**src/sv/json_string_unescape_assert.svh**
```systemverilog
// assertion macros for the json string unescape block
// expects clk and arst_n in the scope of the module that uses them
`ifndef JSON_STRING_UNESCAPE_ASSERT_SVH
`define JSON_STRING_UNESCAPE_ASSERT_SVH

// antecedent implies consequent in the same cycle
`define JSU_ASSERT_NOW(label, ante, cons) \
	label: assert property (@(posedge clk) disable iff (!arst_n) (ante) |-> (cons)) \
		else $error("assertion failed");

// antecedent implies consequent in the next cycle
`define JSU_ASSERT_NEXT(label, ante, cons) \
	label: assert property (@(posedge clk) disable iff (!arst_n) (ante) |=> (cons)) \
		else $error("assertion failed");

`endif

```
**src/sv/jsu_pkg.sv**
```systemverilog
// types, codes and helper functions of the json string unescape block
// no dependencies
`default_nettype none

package jsu_pkg;

	// result kinds
	typedef enum logic [1:0] {
		KIND_BYTE = 2'd0,
		KIND_DONE = 2'd1,
		KIND_BAD  = 2'd2,
		KIND_OPEN = 2'd3
	} kind_t;

	// decoder modes, one-hot
	typedef enum logic [6:0] {
		M_IDLE = 7'b0000001,
		M_BODY = 7'b0000010,
		M_ESC  = 7'b0000100,
		M_HEX1 = 7'b0001000,
		M_HEX2 = 7'b0010000,
		M_HEX3 = 7'b0100000,
		M_HEX4 = 7'b1000000
	} mode_t;

	// command codes
	localparam logic CMD_DATA = 1'b0;
	localparam logic CMD_END  = 1'b1;

	// characters
	localparam logic [7:0] CH_QUOTE = 8'h22;
	localparam logic [7:0] CH_BSLASH = 8'h5C;

	// utf-8 constants
	localparam logic [7:0]  UTF_LEAD2 = 8'hC0;
	localparam logic [7:0]  UTF_LEAD3 = 8'hE0;
	localparam logic [7:0]  UTF_CONT  = 8'h80;
	localparam logic [15:0] UTF_TWO_LIMIT = 16'h0080;
	localparam logic [15:0] UTF_THREE_LIMIT = 16'h0800;

	typedef struct packed {
		logic       command;
		logic [7:0] data_byte;
	} in_item_t;

	typedef struct packed {
		logic [7:0] out_byte;
		kind_t      kind;
		logic       last;
	} out_item_t;

	typedef struct packed {
		logic       ok;
		logic [3:0] val;
	} hex_t;

	typedef struct packed {
		logic       ok;
		logic       uni;
		logic [7:0] ch;
	} esc_t;

	// hex digit to value, either case
	function automatic hex_t hex_digit(input logic [7:0] c);
		hex_t h;
		h.ok = 1'b1;
		h.val = 4'd0;
		if (c >= 8'h30 && c <= 8'h39) begin
			h.val = c[3:0];
		end else if ((c >= 8'h61 && c <= 8'h66) || (c >= 8'h41 && c <= 8'h46)) begin
			h.val = c[3:0] + 4'd9;
		end else begin
			h.ok = 1'b0;
		end
		return h;
	endfunction

	// escape letter to character
	function automatic esc_t esc_map(input logic [7:0] c);
		esc_t e;
		e.ok = 1'b1;
		e.uni = 1'b0;
		e.ch = 8'h00;
		case (c)
			8'h22: e.ch = 8'h22;
			8'h5C: e.ch = 8'h5C;
			8'h2F: e.ch = 8'h2F;
			8'h62: e.ch = 8'h08;
			8'h66: e.ch = 8'h0C;
			8'h6E: e.ch = 8'h0A;
			8'h72: e.ch = 8'h0D;
			8'h74: e.ch = 8'h09;
			8'h75: e.uni = 1'b1;
			default: e.ok = 1'b0;
		endcase
		return e;
	endfunction

endpackage

`default_nettype wire

```
**src/sv/json_string_unescape.sv**
```systemverilog
// json string body decoder: unescape and utf-8 encode of \u escapes
// depends on jsu_pkg and json_string_unescape_assert.svh
//
// channel  direction  payload     handshake
// req      in         in_item_t   req_valid / req_ready
// rsp      out        out_item_t  rsp_valid / rsp_ready
//
// an item is decoded in the cycle it is accepted; its results (up to three)
// sit in a result buffer and leave one per cycle while rsp_ready is high
// one item per cycle while each gives at most one result and rsp_ready is high;
// an item giving more results is paced by the single-result output port
// req_ready is high when the buffer is empty or its last result leaves
// arst_n clears the mode to idle and empties the result buffer
`default_nettype none

module json_string_unescape
	import jsu_pkg::*;
(
	input  wire logic      clk,
	input  wire logic      arst_n,
	input  wire logic      req_valid,
	output logic           req_ready,
	input  wire in_item_t  req,
	output logic           rsp_valid,
	input  wire logic      rsp_ready,
	output out_item_t      rsp
);

	mode_t       mode_q, mode_d;
	logic [11:0] hex_q, hex_d;
	out_item_t   res_q [3];
	out_item_t   res_d [3];
	logic [1:0]  cnt_q, cnt_d;
	logic        take, drain, at_end;
	logic [7:0]  c;
	hex_t        hx;
	esc_t        es;
	logic [15:0] code;

	assign drain = rsp_valid && rsp_ready;
	assign req_ready = (cnt_q == 2'd0) || ((cnt_q == 2'd1) && rsp_ready);
	assign take = req_valid && req_ready;
	assign rsp_valid = (cnt_q != 2'd0);
	assign rsp = res_q[0];

	assign at_end = (req.command == CMD_END);
	assign c = req.data_byte;
	assign hx = hex_digit(c);
	assign es = esc_map(c);
	assign code = {hex_q, hx.val};

	// decode of one item
	always_comb begin
		mode_d = mode_q;
		hex_d = hex_q;
		cnt_d = 2'd0;
		for (int i = 0; i < 3; i++) begin
			res_d[i].out_byte = 8'h00;
			res_d[i].kind = KIND_BYTE;
			res_d[i].last = 1'b0;
		end
		case (mode_q)
			M_BODY: begin
				if (at_end) begin
					res_d[0].kind = KIND_OPEN;
					cnt_d = 2'd1;
					mode_d = M_IDLE;
				end else if (c == CH_QUOTE) begin
					res_d[0].kind = KIND_DONE;
					cnt_d = 2'd1;
					mode_d = M_IDLE;
				end else if (c == CH_BSLASH) begin
					mode_d = M_ESC;
				end else begin
					res_d[0].out_byte = c;
					cnt_d = 2'd1;
				end
			end
			M_ESC: begin
				if (at_end) begin
					res_d[0].kind = KIND_OPEN;
					cnt_d = 2'd1;
					mode_d = M_IDLE;
				end else if (!es.ok) begin
					res_d[0].kind = KIND_BAD;
					cnt_d = 2'd1;
					mode_d = M_IDLE;
				end else if (es.uni) begin
					hex_d = 12'd0;
					mode_d = M_HEX1;
				end else begin
					res_d[0].out_byte = es.ch;
					cnt_d = 2'd1;
					mode_d = M_BODY;
				end
			end
			M_HEX1, M_HEX2, M_HEX3, M_HEX4: begin
				if (at_end) begin
					res_d[0].kind = KIND_OPEN;
					cnt_d = 2'd1;
					mode_d = M_IDLE;
				end else if (!hx.ok) begin
					res_d[0].kind = KIND_BAD;
					cnt_d = 2'd1;
					mode_d = M_IDLE;
				end else if (mode_q != M_HEX4) begin
					hex_d = {hex_q[7:0], hx.val};
					case (mode_q)
						M_HEX1:  mode_d = M_HEX2;
						M_HEX2:  mode_d = M_HEX3;
						default: mode_d = M_HEX4;
					endcase
				end else begin
					// utf-8 encode of the 16-bit code point
					if (code < UTF_TWO_LIMIT) begin
						res_d[0].out_byte = code[7:0];
						cnt_d = 2'd1;
					end else if (code < UTF_THREE_LIMIT) begin
						res_d[0].out_byte = UTF_LEAD2 | {3'd0, code[10:6]};
						res_d[1].out_byte = UTF_CONT | {2'd0, code[5:0]};
						cnt_d = 2'd2;
					end else begin
						res_d[0].out_byte = UTF_LEAD3 | {4'd0, code[15:12]};
						res_d[1].out_byte = UTF_CONT | {2'd0, code[11:6]};
						res_d[2].out_byte = UTF_CONT | {2'd0, code[5:0]};
						cnt_d = 2'd3;
					end
					hex_d = 12'd0;
					mode_d = M_BODY;
				end
			end
			default: begin
				// idle: wait for the opening quote, report bad for anything else
				mode_d = M_IDLE;
				if (!at_end && c == CH_QUOTE) begin
					mode_d = M_BODY;
				end else begin
					res_d[0].kind = KIND_BAD;
					cnt_d = 2'd1;
				end
			end
		endcase
		// mark the final result of the item
		for (int i = 0; i < 3; i++) begin
			res_d[i].last = (cnt_d == 2'(i + 1));
		end
	end

	// decoder state
	always_ff @(posedge clk or negedge arst_n) begin
		if (!arst_n) begin
			mode_q <= M_IDLE;
			hex_q <= 12'd0;
		end else if (take) begin
			mode_q <= mode_d;
			hex_q <= hex_d;
		end
	end

	// result buffer count
	always_ff @(posedge clk or negedge arst_n) begin
		if (!arst_n) begin
			cnt_q <= 2'd0;
		end else if (take) begin
			cnt_q <= cnt_d;
		end else if (drain) begin
			cnt_q <= cnt_q - 2'd1;
		end
	end

	// result buffer payload, shifts down as results leave
	always_ff @(posedge clk) begin
		if (take) begin
			for (int i = 0; i < 3; i++) begin
				res_q[i] <= res_d[i];
			end
		end else if (drain) begin
			res_q[0] <= res_q[1];
			res_q[1] <= res_q[2];
		end
	end

	`include "json_string_unescape_assert.svh"

	`JSU_ASSERT_NOW(a_mode_onehot, 1'b1, $onehot(mode_q))
	`JSU_ASSERT_NOW(a_ready_drain, req_ready && cnt_q != 2'd0, cnt_q == 2'd1 && rsp_ready)
	`JSU_ASSERT_NOW(a_status_last, rsp_valid && rsp.kind != KIND_BYTE, rsp.last)
	`JSU_ASSERT_NOW(a_single_last, rsp_valid && cnt_q == 2'd1, rsp.last)
	`JSU_ASSERT_NEXT(a_escape_silent, take && mode_q == M_BODY && !at_end && c == CH_BSLASH,
		mode_q == M_ESC)

endmodule

`default_nettype wire
```
**config.mk**
```make
export PLATFORM = sky130hd
export DESIGN_NAME = json_string_unescape
export DESIGN_NICKNAME = d
export VERILOG_FILES = /design/src/sv/jsu_pkg.sv /design/src/sv/json_string_unescape.sv
export VERILOG_INCLUDE_DIRS = /design/src /design/src/sv
export SDC_FILE = /design/constraint.sdc
export NUM_CORES = 1
export LEC_CHECK = 0
export ABC_CLOCK_PERIOD_IN_PS = 3100
export BUFFER_PORTS_ARGS = -buffer_cell sky130_fd_sc_hd__buf_4
export CAP_MARGIN = 20
export CORE_MARGIN = 5
export CORE_UTILIZATION = 45
export CTS_CLUSTER_DIAMETER = 120
export DETAILED_ROUTE_END_ITERATION = 10
export GPL_TIMING_DRIVEN = 0
export PLACE_DENSITY_LB_ADDON = 0.12
export RECOVER_POWER = 50
export SYNTH_ARGS = -nofsm -noshare
export SYNTH_HDL_FRONTEND = slang
export SYNTH_SLANG_ARGS = --single-unit
```
**constraint.sdc**
```tcl
create_clock -name clk -period 3.1 [get_ports clk]
set_clock_uncertainty 0.2 [all_clocks]
set_input_delay 0.155 -clock clk [delete_from_list [all_inputs] [get_ports clk]]
set_output_delay 0.155 -clock clk [all_outputs]
set_load 0.01 [all_outputs]
```
# Word level (Yosys, flattened, before mapping)
# Memory sizes are Yosys's and may differ from the RTL's.
# Cells that the tools add are included.
[op_classes]
n_eq_ne = 26
muxes = 80
n_addsub = 2
n_bitwise = 2
n_reduce_logical = 18
order_cmp = 8
[op_table]
columns = ["operator", "n"]
rows = [
  ["8-bit 2-to-1 mux", 21],
  ["12-bit 2-to-1 mux", 6],
  ["8-bit by 7-bit equality test with 1-bit output, second input constant", 7],
  ["7-bit 2-to-1 mux", 8],
  ["7-bit case mux with 8 select lines", 1],
  ["2-bit 2-to-1 mux", 15],
  ["12-bit case mux with 2 select lines", 1],
  ["8-bit case mux with 3 select lines", 1],
  ["11-bit 2-to-1 mux", 2],
  ["7-bit case mux with 3 select lines", 1],
  ["8-bit by 6-bit equality test with 1-bit output, second input constant", 2],
  ["8-bit by 7-bit >= comparator with 1-bit output, second input constant", 2],
  ["8-bit by 7-bit less-or-equal comparator with 1-bit output, second input constant", 2],
  ["16-bit by 12-bit < comparator with 1-bit output, second input constant", 1],
  ["16-bit by 8-bit < comparator with 1-bit output, second input constant", 1],
  ["1-bit 2-to-1 mux", 16],
  ["7-bit case mux with 2 select lines", 1],
  ["4-bit 2-to-1 mux", 3],
  ["6-bit 2-to-1 mux", 2],
  ["2-bit case mux with 3 select lines", 2],
  ["2-bit inequality test, second input constant", 5],
  ["9-bit OR reduction", 1],
  ["8-bit by 6-bit >= comparator with 1-bit output, second input constant", 1],
  ["8-bit by 6-bit less-or-equal comparator with 1-bit output, second input constant", 1],
  ["21 further kinds", 33],
]
[totals]
out_inout_bits = 13
wordCells = 140
mem_count = 1
register_bits = 21
mem_bits_rw = 33
in_bits = 13
[mem_list]
columns = ["memory", "words", "width", "read_ports", "rd_ports_with_merged_regs", "wr", "line_no", "rtl"]
rows = [
  ["res_q", 3, 11, 3, 0, 3, "json_string_unescape.sv:31", "out_item_t res_q [3];"],
]

# Logic depth before layout (Yosys ltp)
# Gate-level depths: netlist of run 1.
[depth]
word_depth = 14
depth_mapped = 9
depth_no_buf = 9

# Worst setup path before layout of run 1
# OpenSTA, ideal clock, no wires.
[synth_path]
path_kind = "reg-to-reg"
from = "reg mode_q[4]"
to = "mem res_q[0][0] in the netlist's numbering (data pin)"
path_stages_with_launch = 8
required_time_ps = 2644
slack_ps = 656
arrival_time_ps = 1987
n_path_buf = 1
setup_ps = 256
synth_period_minus_slack_ps = 2444
cell_sequence = "dfrtp_1 -> buf_2 -> nor4b_1 -> and2_2 -> a211oi_2 -> a222oi_1 -> nand2_1 -> a22o_1"
[synth_lines]
columns = ["item", "line_no", "rtl"]
rows = [
  ["start: declaration", "json_string_unescape.sv:29", "mode_t mode_q, mode_d;"],
  ["start signal: assignment", "json_string_unescape.sv:155", "mode_q <= mode_d;"],
  ["end: declaration", "json_string_unescape.sv:31", ""],
]

==> results.py, run 1 <==
metrics = {
    "status": {
        "status": "complete, no violations",
    },
    "route": {
        "totalWireLength_mm": 7.863,
        "dr.pass1.iters": 6,
        "drtAntennaViolNets": 0,
        "drt_iter0_drc": 292,
        "detail_route.wl_per_cell_um": 16.35,
        "detail_route.drc_violations": 0,
        "routed-via-count": 2766,
        "post_drt_via_cell_ratio": 5.751,
    },
    "timing": {
        "tns_ns": 0,
        "worst-slew-pin-transition_ns": 1.259,
        "timing.fmax_ghz": 0.3556,
        "timing.max_slew.rel_slack_pct": 16.09,
        "finalSetupViolCount": 0,
        "final-hold-violation-count": 0,
        "layout_worst_path_cycle_share_pct": 90.70,
        "finalCriticalPeriod_ns": 2.812,
        "final_max_slew_violation_count": 0,
        "fin_ws_ns": 0.2882,
        "grt_setup_unrepaired": "no",
    },
    "setup_path": {
        "critical_path.endpoint_type": "flip-flop",
        "crit_required_ns": 2.97,
        "critPathMaxFanout": 10,
        "criticalPathCategory": "flip-flop to flip-flop",
        "crit_chain": "buf_2 -> nor4b_1 -> and2_2 -> a211oi_2 -> a222oi_1 -> a21oi_2 -> and2_1",
        "crit_arrival_ns": 2.68,
        "cell_with_the_largest_stage_delay_on_the_worst_path": "sky130_fd_sc_hd__a222oi_1",
        "slowest_delay_ns": 0.57,
        "crit_path_start_kind": "flip-flop",
    },
    "synth": {
        "ys_async_sr_fraction_pct": 43.75,
        "synth_enable_flop_cells": 27,
        "synth_top_cell_by_area": "sky130_fd_sc_hd__edfxtp_1",
        "synth-seq-cells": 48,
        "synthesis.area_um2": 3223,
        "count_of_different_cell_masters_after_synthesis": 69,
        "ys_top_cells_by_area": "sky130_fd_sc_hd__edfxtp_1 25%, sky130_fd_sc_hd__dfrtp_1 16%, sky130_fd_sc_hd__nand2_1 6.9%",
        "syn_area_per_cell_um2": 9.131,
        "synth_cells": 353,
        "synth_sequential_area_ratio_pct": 41.50,
        "synth_flop_cell": "sky130_fd_sc_hd__edfxtp_1",
        "synthesized_net_count": 372,
        "synth_warnings": 0,
        "netlist.area_leader.share_pct": 25.16,
    },
    "clocking": {
        "cts_made_buffers": 5,
        "worst_skew_late_latency_ns": 0.30,
        "clock-root-buffer": "sky130_fd_sc_hd__clkbuf_8",
        "cts.clk_slew.worst_paths_ns": 0.10,
        "cts_buffer_depth": 2,
        "cts_tree": "built",
        "cts.repair_timing.setup_buffer_count": 0,
        "ctsHtreeMaxLevel": 2,
        "holdBufCountCts": 1,
        "clock_sink_count": 48,
        "cts_repair_resize_count": 0,
    },
    "global_route": {
        "via_count_of_the_first_global_routing_pass": 2567,
        "wire_length_of_the_first_global_routing_pass_mm": 12.96,
        "grt_start_max_net_pins": 24,
        "grt_overflow_total": 0,
        "initial_antenna_violation_count": 0,
        "grt_util_all_layers_pct": 18.23,
    },
    "flow_run": {
        "maxcap_violations": 0,
    },
    "layout": {
        "drive_gt1_share_pct": 20.52,
        "fin_nets": 403,
        "syn_to_final_growth_pct": 13.32,
        "post_layout_utilization_of_the_core_pct": 53.17,
        "fillerInstances": 651,
        "fin_area_um2": 3652,
        "antennaDiodeCount": 0,
    },
    "die": {
        "start_util_pct": 46.92,
        "chipHeight_um": 94.63,
        "ios": 26,
        "die_width_um": 94.63,
        "rows": 30,
        "dieArea_um2": 8955,
        "core_region_um2": 6869,
    },
    "placed_design": {
        "place_worst_setup_slack_ns": 0.2912,
        "dpl_cell_area_um2": 3516,
        "portBuffers": 23,
        "place.gp.congestion": 0.8735,
        "dpl.hpwl_mm": 5.902,
    },
    "worst_hold_path": {
        "min_path_type": "input port to flip-flop",
    },
    "power": {
        "power.density_cell_area_nw_per_um2": 541.3,
        "ir_worst_vdd_mv": 0.1915,
        "p_leak_uw": 0.001474,
    },
}
-- flip-flops by register name, summed over array words and instances (netlist names) --
register	cells
cnt_q	2
res_q	27
hex_q	12
mode_q	7
-- final timing paths --
path / startpoint / to / slack (ns) / cells after the start
setup reg to reg: mode_q[3] / res_q[1][6] / 0.29 / 7
max in group asynchronous: arst_n / hex_q[10] / 1.52 / 2
hold reg to reg: res_q[1][8] / res_q[0][19] / 0.34 / 2
setup / recovery: mode_q[3] / res_q[1][6] / 0.29 / 7
min in group asynchronous: arst_n / mode_q[6] / 0.44 / 2
hold / removal: req_valid / mode_q[2] / 0.06 / 4
-- layout by cell type, fill, tap and decap left out, drive strengths merged, types with 4 or more instances in the layout --
| cell type | Yosys | routed |
|---|---|---|
| edfxtp | 27 | 27 |
| nand3 | 8 | 8 |
| dfrtp | 20 | 20 |
| clkbuf | 7 | 26 |
| a21oi | 23 | 23 |
| o31ai | 4 | 4 |
| o21ai | 31 | 31 |
| and2 | 8 | 8 |
| nor4b | 5 | 5 |
| nand4 | 6 | 6 |
| nand2 | 59 | 59 |
| a22oi | 6 | 6 |
| ha | 6 | 6 |
| and3 | 6 | 6 |
| nor3b | 4 | 4 |
| nor2 | 23 | 23 |
| buf | 20 | 29 |
| nor3 | 13 | 13 |
| a31oi | 4 | 4 |
| inv | 11 | 12 |
-- power breakdown --
group	switching, uW	total, uW	internal [uW]
logic	323	555	232
registers	43.5	869	826
clock network	228	553	325
total	595	1980	1380
-- cells by family (layout without fill, tap and decap cells) --
family                   count (synthesis)  after routing  share of synthesized area [%]
multiplexers                             1              1                         0.3106
buffers and inverters                   40             72                          7.143
AND/OR/NAND/NOR                        155            155                          25.16
adder cells (fa/ha/maj)                  6              6                          2.329
XOR/XNOR                                 4              4                          1.087
flip-flops                              48             48                          41.50
AO/OA/AOI/OAI                           99             99                          22.48
-- worst max-delay path, delay by kind of cell (launching register included) --
family                 cells  cell delay, ns
AOI/OAI and AO/OA          3            0.89
buffers and inverters      1            0.18
DFF                        1            0.38
and+or+nand+nor            3            0.92
-- cell usage after synthesis, types with 3 or more instances --
cell type                   n
sky130_fd_sc_hd__o21ai_2   10
sky130_fd_sc_hd__a22oi_1    6
sky130_fd_sc_hd__nand2b_1   3
sky130_fd_sc_hd__nor4b_1    5
sky130_fd_sc_hd__nand4_1    6
sky130_fd_sc_hd__o31ai_1    3
sky130_fd_sc_hd__buf_2      7
sky130_fd_sc_hd__nor3b_1    4
sky130_fd_sc_hd__o21ai_0   15
sky130_fd_sc_hd__and3_1     5
sky130_fd_sc_hd__a21oi_1   22
sky130_fd_sc_hd__nand2_1   59
sky130_fd_sc_hd__a221oi_1   3
sky130_fd_sc_hd__nand3_1    8
sky130_fd_sc_hd__nor2_1    23
sky130_fd_sc_hd__edfxtp_1  27
sky130_fd_sc_hd__nor2b_1    3
sky130_fd_sc_hd__nor3_1    11
sky130_fd_sc_hd__buf_4     11
sky130_fd_sc_hd__clkbuf_1   7
sky130_fd_sc_hd__and2_2     3
sky130_fd_sc_hd__a22o_1     3
sky130_fd_sc_hd__or2_2      3
sky130_fd_sc_hd__ha_1       6
sky130_fd_sc_hd__a31oi_1    4
sky130_fd_sc_hd__o21ai_1    6
sky130_fd_sc_hd__inv_1     11
sky130_fd_sc_hd__o221ai_1   3
sky130_fd_sc_hd__and2_1     5
sky130_fd_sc_hd__dfrtp_1   20
sky130_fd_sc_hd__xor2_1     3
-- per-stage QoR --
stage / std cells / total power [uW] / hold WS (ns)
after floorplan: 353 / 1243 / -0.3406
after global placement: 472 / 1444 / -0.1390
after detailed placement: 472 / 1456 / -0.1348
after CTS: 481 / 2011 / 0.05759
after global routing: 481 / 2081 / 0.1026
final: 481 / 1977 / 0.05849
-- per-layer routing --
metal / up-vias / global-route usage (%) / wire length [um]
li1: 1356 / - / -
met5: - / 0 / 0
met3: 8 / 2.948 / 533
met1: 1310 / 26.85 / 3744
met2: 92 / 27.95 / 3505
met4: 0 / 4.327 / 79
-- area by class of cell --
type,instances,area (um2),share of cell area [%]
Inverter,11,41.29,1.131
Clock inverter,3,68.82,1.884
Timing Repair Buffer,24,171.4,4.693
Sequential cell,48,1338,36.62
Multi-Input combinational cell,265,1655,45.32
Buffer,29,188.9,5.173
Tap cell,96,120.1,3.289
Clock buffer,5,68.82,1.884
Power figures use the tool's default switching activity.
==> inputs of run 2 (changes only) <==
CTS_BUF_LIST = sky130_fd_sc_hd__clkbuf_8 sky130_fd_sc_hd__clkbuf_16   (was unset)
RECOVER_POWER = 100   (was 50)
==> run 2 against run 1 <==
Die area unchanged. Via count up 0.14%. Critical path depth unchanged. Combinational power about the same. Wire length up 0.74%. Largest cell class unchanged. Final area down 1.0%. Clock power about the same. Fmax down 2.8%. Count of clock-buffer cells in the layout unchanged. Setup slack worse by 0.082 ns. Flip-flop and latch count unchanged.
==> results.py, run 2 (same netlist as run 1, synthesis figures left out) <==
metrics = {
    "status": {
        "status": "complete, no violations",
    },
    "die": {
        "rows": 30,
        "chipHeight_um": 94.63,
        "start_util_pct": 46.92,
        "core_region_um2": 6869,
        "dieArea_um2": 8955,
        "die_width_um": 94.63,
        "ios": 26,
    },
    "power": {
        "power.density_cell_area_nw_per_um2": 546.6,
        "ir_worst_vdd_mv": 0.1914,
        "p_leak_uw": 0.001457,
    },
    "layout": {
        "register_area_um2": 1338,
        "drive_gt1_share_pct": 18.44,
        "final_cell_mix": "59 x sky130_fd_sc_hd__nand2_1, 27 x sky130_fd_sc_hd__edfxtp_1, 24 x sky130_fd_sc_hd__o21ai_0",
        "fillerInstances": 657,
        "fin_nets": 403,
        "largest_register_ffs": 27,
        "finish.cell_count_without_fillers": 481,
        "layout_commonest_cell": "sky130_fd_sc_hd__nand2_1",
        "syn_to_final_growth_pct": 12.15,
        "antennaDiodeCount": 0,
        "largest_register": "res_q",
        "biggestRegsByFlops": "res_q (27), hex_q (12), mode_q (7)",
        "multi_input_combinational_cell_area_um2": 1625,
    },
    "global_route": {
        "initial_antenna_violation_count": 0,
        "wire_length_of_the_first_global_routing_pass_mm": 12.96,
        "grt_start_max_net_pins": 24,
        "groute.layer.met2.usage_pct": 27.95,
        "grt_overflow_total": 0,
        "globalRouteMet1Util_pct": 26.85,
        "via_count_of_the_first_global_routing_pass": 2567,
        "global_route.peak_usage_layer": "met2",
        "grt_util_all_layers_pct": 18.23,
        "gr_met3_demand_resource_pct": 2.948,
    },
    "placed_design": {
        "place.gp.congestion": 0.8735,
        "portBuffers": 23,
        "dpl.hpwl_mm": 5.902,
        "post-place-cells": 472,
    },
    "route": {
        "detail_route.drc_violations": 0,
        "dr.pass1.iters": 6,
        "drt_iter0_drc": 280,
        "routed-via-count": 2770,
        "post_drt_via_cell_ratio": 5.759,
        "detail_route.wl_per_cell_um": 16.47,
        "drtAntennaViolNets": 0,
        "totalWireLength_mm": 7.921,
    },
    "clocking": {
        "ctsHtreeMaxLevel": 2,
        "holdBufCountCts": 1,
        "cts_made_buffers": 5,
        "cts_buffer_depth": 2,
        "clock_sink_count": 48,
        "cts.repair_timing.setup_buffer_count": 0,
        "clock-root-buffer": "sky130_fd_sc_hd__clkbuf_8",
        "cts_repair_resize_count": 0,
        "cts_tree": "built",
        "cts.clk_slew.worst_paths_ns": 0.09,
        "worst_skew_late_latency_ns": 0.30,
    },
    "timing": {
        "layout_worst_path_cycle_share_pct": 93.35,
        "final-hold-violation-count": 0,
        "finalSetupViolCount": 0,
        "final_max_slew_violation_count": 0,
        "grt_setup_unrepaired": "no",
        "final.hold.worst_slack_ns": 0.06006,
        "finalCriticalPeriod_ns": 2.894,
        "tns_ns": 0,
        "timing.fmax_ghz": 0.3456,
        "timing.max_slew.rel_slack_pct": 15.59,
        "worst-slew-pin-transition_ns": 1.266,
    },
    "setup_path": {
        "criticalPathCategory": "flip-flop to flip-flop",
        "cell_with_the_largest_stage_delay_on_the_worst_path": "sky130_fd_sc_hd__a2111oi_0",
        "critical_path.endpoint_type": "flip-flop",
        "critPathMaxFanout": 9,
        "crit_chain": "clkbuf_1 -> nor4b_1 -> a211oi_1 -> a2111oi_0 -> o21bai_1 -> o311a_1 -> nor2_1",
        "crit_arrival_ns": 2.74,
        "crit_path_start_kind": "flip-flop",
        "slowest_delay_ns": 0.72,
        "crit_required_ns": 2.95,
        "critical_path_buf_inv_count": 1,
        "crit_family": "compound AO/OA/AOI/OAI gates",
    },
    "flow_run": {
        "maxcap_violations": 0,
    },
    "worst_hold_path": {
        "min_path_type": "input port to flip-flop",
    },
}
==> run 2: changes by cell type in the layout (fill, tap and decap cells not counted), sizes merged <==
cell / delta
buf: -2
clkbuf: +2
==> run 2: final timing paths <==
check	to	slack, ns	cells past startpoint	start
setup / recovery	res_q[0][2]	0.21	7	mode_q[6]
hold / removal	mode_q[2]	0.06	4	req_valid
setup reg to reg	res_q[0][2]	0.21	7	mode_q[6]
hold reg to reg	res_q[0][10]	0.33	2	res_q[0][21]
max in group asynchronous	hex_q[10]	1.51	2	arst_n
min in group asynchronous	mode_q[4]	0.44	2	arst_n
==> run 2: per-layer routing <==
layer	vias up	wire (um)
met5	-	0
met2	82	3545
met4	0	87
li1	1354	-
met1	1325	3862
met3	9	426
==> run 2: cell type report <==
cell class                      instances  area share [%]
Inverter                               11           1.142
Clock inverter                          3           1.904
Timing Repair Buffer                   24           4.742
Sequential cell                        48           37.00
Clock buffer                            5           1.904
Buffer                                 29           5.019
Multi-Input combinational cell        265           44.96
Tap cell                               96           3.323
==> run 2: worst min-delay path, delay by kind of cell <==
kind,cells,cell delay (ns)
buf+inv,1,0.09
simple gates,2,0.15
compound gates,1,0.13
==> run 2: per-stage QoR <==
step / setup WS (ns) / power, uW / cell area (um2) / utilization (%)
floorplan: 0.6563 / 1243 / 3223 / -
global placement: 0.3581 / 1444 / 3516 / 51.18
detailed placement: 0.2912 / 1456 / 3516 / 51.18
CTS: 0.3065 / 2011 / 3664 / 53.33
global route: 0.02303 / 2080 / 3615 / 52.62
finish: 0.2061 / 1976 / 3615 / 52.62
==> run 2: power by group <==
group          switching (uW)  leakage [uW]  total [uW]  internal, uW
Clock                     227     0.0000687         552           325
Combinational             323      0.000831         554           231
Sequential               43.6      0.000557         870           826
==> inputs of run 3 (changes only) <==
ABC_AREA = 1   (was unset)
CORE_MARGIN = 2   (was 5)
SETUP_SLACK_MARGIN = 0.4   (was unset)
==> run 3 against run 2 <==
Synthesized area rose by 1.6%. Non-clock buffer count down 10. Wire length down 8.7%. Utilization decreased by 2.5 points. First-iteration DRC count fell by 47%. Synthesized cell count rose by 17%. Clock power fell by 32%. Flip-flop and latch count is the same. Sequential share of layout area grew 0.39 points. Critical path depth up 4.
==> results.py, run 3 <==
metrics = {
    "layout": {
        "antennaDiodeCount": 0,
        "largest_register": "res_q",
        "biggestRegsByFlops": "res_q (27), hex_q (12), mode_q (7)",
        "drive_gt1_share_pct": 21.57,
        "final_cell_mix": "98 x sky130_fd_sc_hd__nand2_1, 55 x sky130_fd_sc_hd__nor2_1, 40 x sky130_fd_sc_hd__inv_1",
        "post_layout_utilization_of_the_core_pct": 50.12,
        "register_area_um2": 1338,
        "fin_nets": 463,
        "fillerInstances": 748,
        "multi_input_combinational_cell_area_um2": 1520,
        "syn_to_final_growth_pct": 9.247,
        "layout_commonest_cell": "sky130_fd_sc_hd__nand2_1",
        "largest_register_ffs": 27,
    },
    "route": {
        "routed-via-count": 2695,
        "post_drt_via_cell_ratio": 4.954,
        "totalWireLength_mm": 7.231,
        "detail_route.wl_per_cell_um": 13.29,
        "dr.pass1.iters": 6,
        "detail_route.drc_violations": 0,
        "drtAntennaViolNets": 0,
        "drt_iter0_drc": 149,
    },
    "synth": {
        "netlist.area_leader.share_pct": 24.76,
        "synth_sequential_area_ratio_pct": 40.85,
        "synthMostInstantiatedCell": "sky130_fd_sc_hd__nand2_1",
        "synth_enable_flop_cells": 27,
        "syn_area_per_cell_um2": 7.948,
        "synth_flop_cell": "sky130_fd_sc_hd__edfxtp_1",
        "synthesized_net_count": 431,
        "ys_async_sr_fraction_pct": 43.75,
        "ys_top_cells_by_area": "sky130_fd_sc_hd__edfxtp_1 25%, sky130_fd_sc_hd__dfrtp_1 15%, sky130_fd_sc_hd__nand2_1 11%",
        "count_of_different_cell_masters_after_synthesis": 35,
        "synth_cells": 412,
        "synthesis.area_um2": 3274,
        "synth.top_cells.by_count": "97 x sky130_fd_sc_hd__nand2_1, 49 x sky130_fd_sc_hd__nor2_1, 37 x sky130_fd_sc_hd__inv_1",
        "synth_top_cell_by_area": "sky130_fd_sc_hd__edfxtp_1",
        "synth-seq-cells": 48,
        "synth_warnings": 0,
    },
    "placed_design": {
        "dpl.hpwl_mm": 5.538,
        "place_worst_setup_slack_ns": 0.6880,
        "portBuffers": 24,
        "place.gp.congestion": 0.8679,
    },
    "global_route": {
        "grt_util_all_layers_pct": 19.92,
        "via_count_of_the_first_global_routing_pass": 2515,
        "grt_start_max_net_pins": 22,
        "initial_antenna_violation_count": 0,
        "wire_length_of_the_first_global_routing_pass_mm": 12.12,
        "grt_overflow_total": 0,
    },
    "timing": {
        "fin_ws_ns": 0.4294,
        "grt_setup_unrepaired": "no",
        "timing.max_slew.rel_slack_pct": 12.79,
        "final_max_slew_violation_count": 0,
        "final-hold-violation-count": 0,
        "tns_ns": 0,
        "layout_worst_path_cycle_share_pct": 86.15,
        "finalCriticalPeriod_ns": 2.671,
        "timing.fmax_ghz": 0.3744,
        "finalSetupViolCount": 0,
        "worst-slew-pin-transition_ns": 1.308,
    },
    "die": {
        "ios": 26,
        "die_width_um": 89.30,
        "core_region_um2": 7137,
        "rows": 31,
        "dieArea_um2": 7974,
        "chipHeight_um": 89.30,
        "start_util_pct": 45.88,
    },
    "clocking": {
        "cts.clk_slew.worst_paths_ns": 0.09,
        "worst_skew_late_latency_ns": 0.31,
        "cts_made_buffers": 5,
        "clock_sink_count": 48,
        "cts_repair_resize_count": 0,
        "clock-root-buffer": "sky130_fd_sc_hd__clkbuf_8",
        "cts_tree": "built",
        "cts_buffer_depth": 2,
        "ctsHtreeMaxLevel": 2,
    },
    "setup_path": {
        "critPathMaxFanout": 10,
        "crit_path_start_kind": "flip-flop",
        "criticalPathCategory": "flip-flop to flip-flop",
        "timing.reg2reg.worst_path_depth": 11,
        "critical_path.endpoint_type": "flip-flop",
        "worstReg2RegStart": "mode_q[4]",
        "crit_arrival_ns": 2.65,
        "crit_required_ns": 3.08,
        "register_to_register_setup_slack_ns": 0.43,
        "worstReg2RegEnd": "hex_q[8]",
    },
    "power": {
        "internal_power_uw": 1302,
        "p_leak_uw": 0.001613,
        "net_sw_share_pct": 33.65,
        "clock_share_of_power_pct": 19.1,
        "share_comb_of_total_power_pct": 33.2,
        "ir_worst_vdd_mv": 0.2513,
        "power.density_cell_area_nw_per_um2": 548.7,
        "switchingPower_uw": 660.6,
        "seq_power_share_pct": 47.7,
    },
    "worst_hold_path": {
        "min_path_type": "input port to flip-flop",
        "hold_path_depth": 4,
        "hold_start": "req[8]",
        "timing.hold.worst_endpoint": "mode_q[2]",
    },
    "status": {
        "status": "complete, no violations",
    },
    "flow_run": {
        "maxcap_violations": 0,
    },
}
## run 3: cell count changes in the layout (fill, tap and decap cells not counted), moves of 6 or more
| cell | before | now |
|---|---|---|
| sky130_fd_sc_hd__a21oi_1 | 22 | 11 |
| sky130_fd_sc_hd__nor2_2 | 0 | 7 |
| sky130_fd_sc_hd__nor2_1 | 23 | 55 |
| sky130_fd_sc_hd__inv_2 | 0 | 12 |
| sky130_fd_sc_hd__inv_1 | 11 | 40 |
| sky130_fd_sc_hd__nand3_1 | 8 | 34 |
| sky130_fd_sc_hd__nand2_2 | 0 | 10 |
| sky130_fd_sc_hd__a22oi_1 | 6 | 0 |
| sky130_fd_sc_hd__nor3_1 | 11 | 3 |
| sky130_fd_sc_hd__nand2_1 | 59 | 98 |
| sky130_fd_sc_hd__o22ai_1 | 0 | 7 |
| sky130_fd_sc_hd__nor2_4 | 0 | 8 |
## run 3: area by class of cell
cell class | count | area share (%)
plain buffers | 18 | 3.603
clock buffers | 5 | 1.924
clock inverters | 3 | 0.4547
inverters | 53 | 5.666
multi-input cells | 293 | 42.50
flip-flops and latches | 48 | 37.39
well taps | 99 | 3.463
repair buffers | 25 | 5.002
## run 3: worst max-delay path, cell delays in order (launching register included)
cell,delay [ns]
sky130_fd_sc_hd__dfrtp_1,0.41
sky130_fd_sc_hd__nor2_1,0.20
sky130_fd_sc_hd__nand2_2,0.09
sky130_fd_sc_hd__nor2_1,0.38
sky130_fd_sc_hd__inv_1,0.11
sky130_fd_sc_hd__nor2_1,0.40
sky130_fd_sc_hd__nor2_2,0.04
sky130_fd_sc_hd__o21ai_0,0.17
sky130_fd_sc_hd__nor2_1,0.20
sky130_fd_sc_hd__buf_6,0.19
sky130_fd_sc_hd__nand2_1,0.06
sky130_fd_sc_hd__o21ai_0,0.08
## run 3: kinds of logic (layout without fill, tap and decap cells)
| family | Yosys count | in the layout | share of synthesized area, % |
|---|---|---|---|
| adders and majority gates | 6 | 6 | 2.293 |
| DFF | 48 | 48 | 40.85 |
| AOI/OAI and AO/OA | 58 | 58 | 11.81 |
| and+or+nand+nor | 229 | 229 | 34.81 |
| buffers and inverters | 71 | 104 | 10.24 |
## run 3: stage by stage
| step | hold WS, ns | cell area [um2] | cells | power [uW] |
|---|---|---|---|---|
| final | 0.001773 | 3577 | 544 | 1963 |
| after global routing | 0.03459 | 3577 | 544 | 2104 |
| after CTS | 0.01908 | 3674 | 544 | 2036 |
| after detailed placement | -0.1264 | 3578 | 535 | 1660 |
| after global placement | -0.1294 | 3578 | 535 | 1645 |
| after floorplan | -0.3406 | 3274 | 412 | 1422 |
## run 3: per-layer routing
metal | vias up | track usage [%] | share of wire (%)
met3 | 10 | 3.047 | 4.3
li1 | 1399 | - | -
met5 | - | 0 | 0
met2 | 52 | 32.39 | 48
met4 | 0 | 5.970 | 1.8
met1 | 1234 | 27.57 | 46
## run 3: worst max-delay path by stage
stage | from | endpoint | cells after the start | slack (ns)
5_1_grt | mode_q[5] | hex_q[5] | 11 | 0.26
3_3_place_gp | cnt_q[0] | res_q[0][5] | 12 | 0.70
6_report | mode_q[4] | hex_q[8] | 11 | 0.43
3_5_place_dp | cnt_q[0] | res_q[0][7] | 12 | 0.69
4_1_cts | cnt_q[0] | res_q[0][7] | 12 | 0.67
2_1_floorplan | cnt_q[0] | res_q[0][3] | 12 | 0.91
## run 3: power by group through the flow
stage	combinational, uW	sequential [uW]	clock (uW)
floorplan	483	939	0
global placement	697	948	0
detailed placement	706	954	0
CTS	709	939	387
global route	742	955	408
finish	652	936	375
## run 3: timing repair
| item | CTS | global route |
|---|---|---|
| hold endpoints to repair | 21 | 0 |
| endpoints found under the setup margin | 0 | 0 |
| hold buffers | 1 | 0 |
| setup buffers | 0 | 0 |
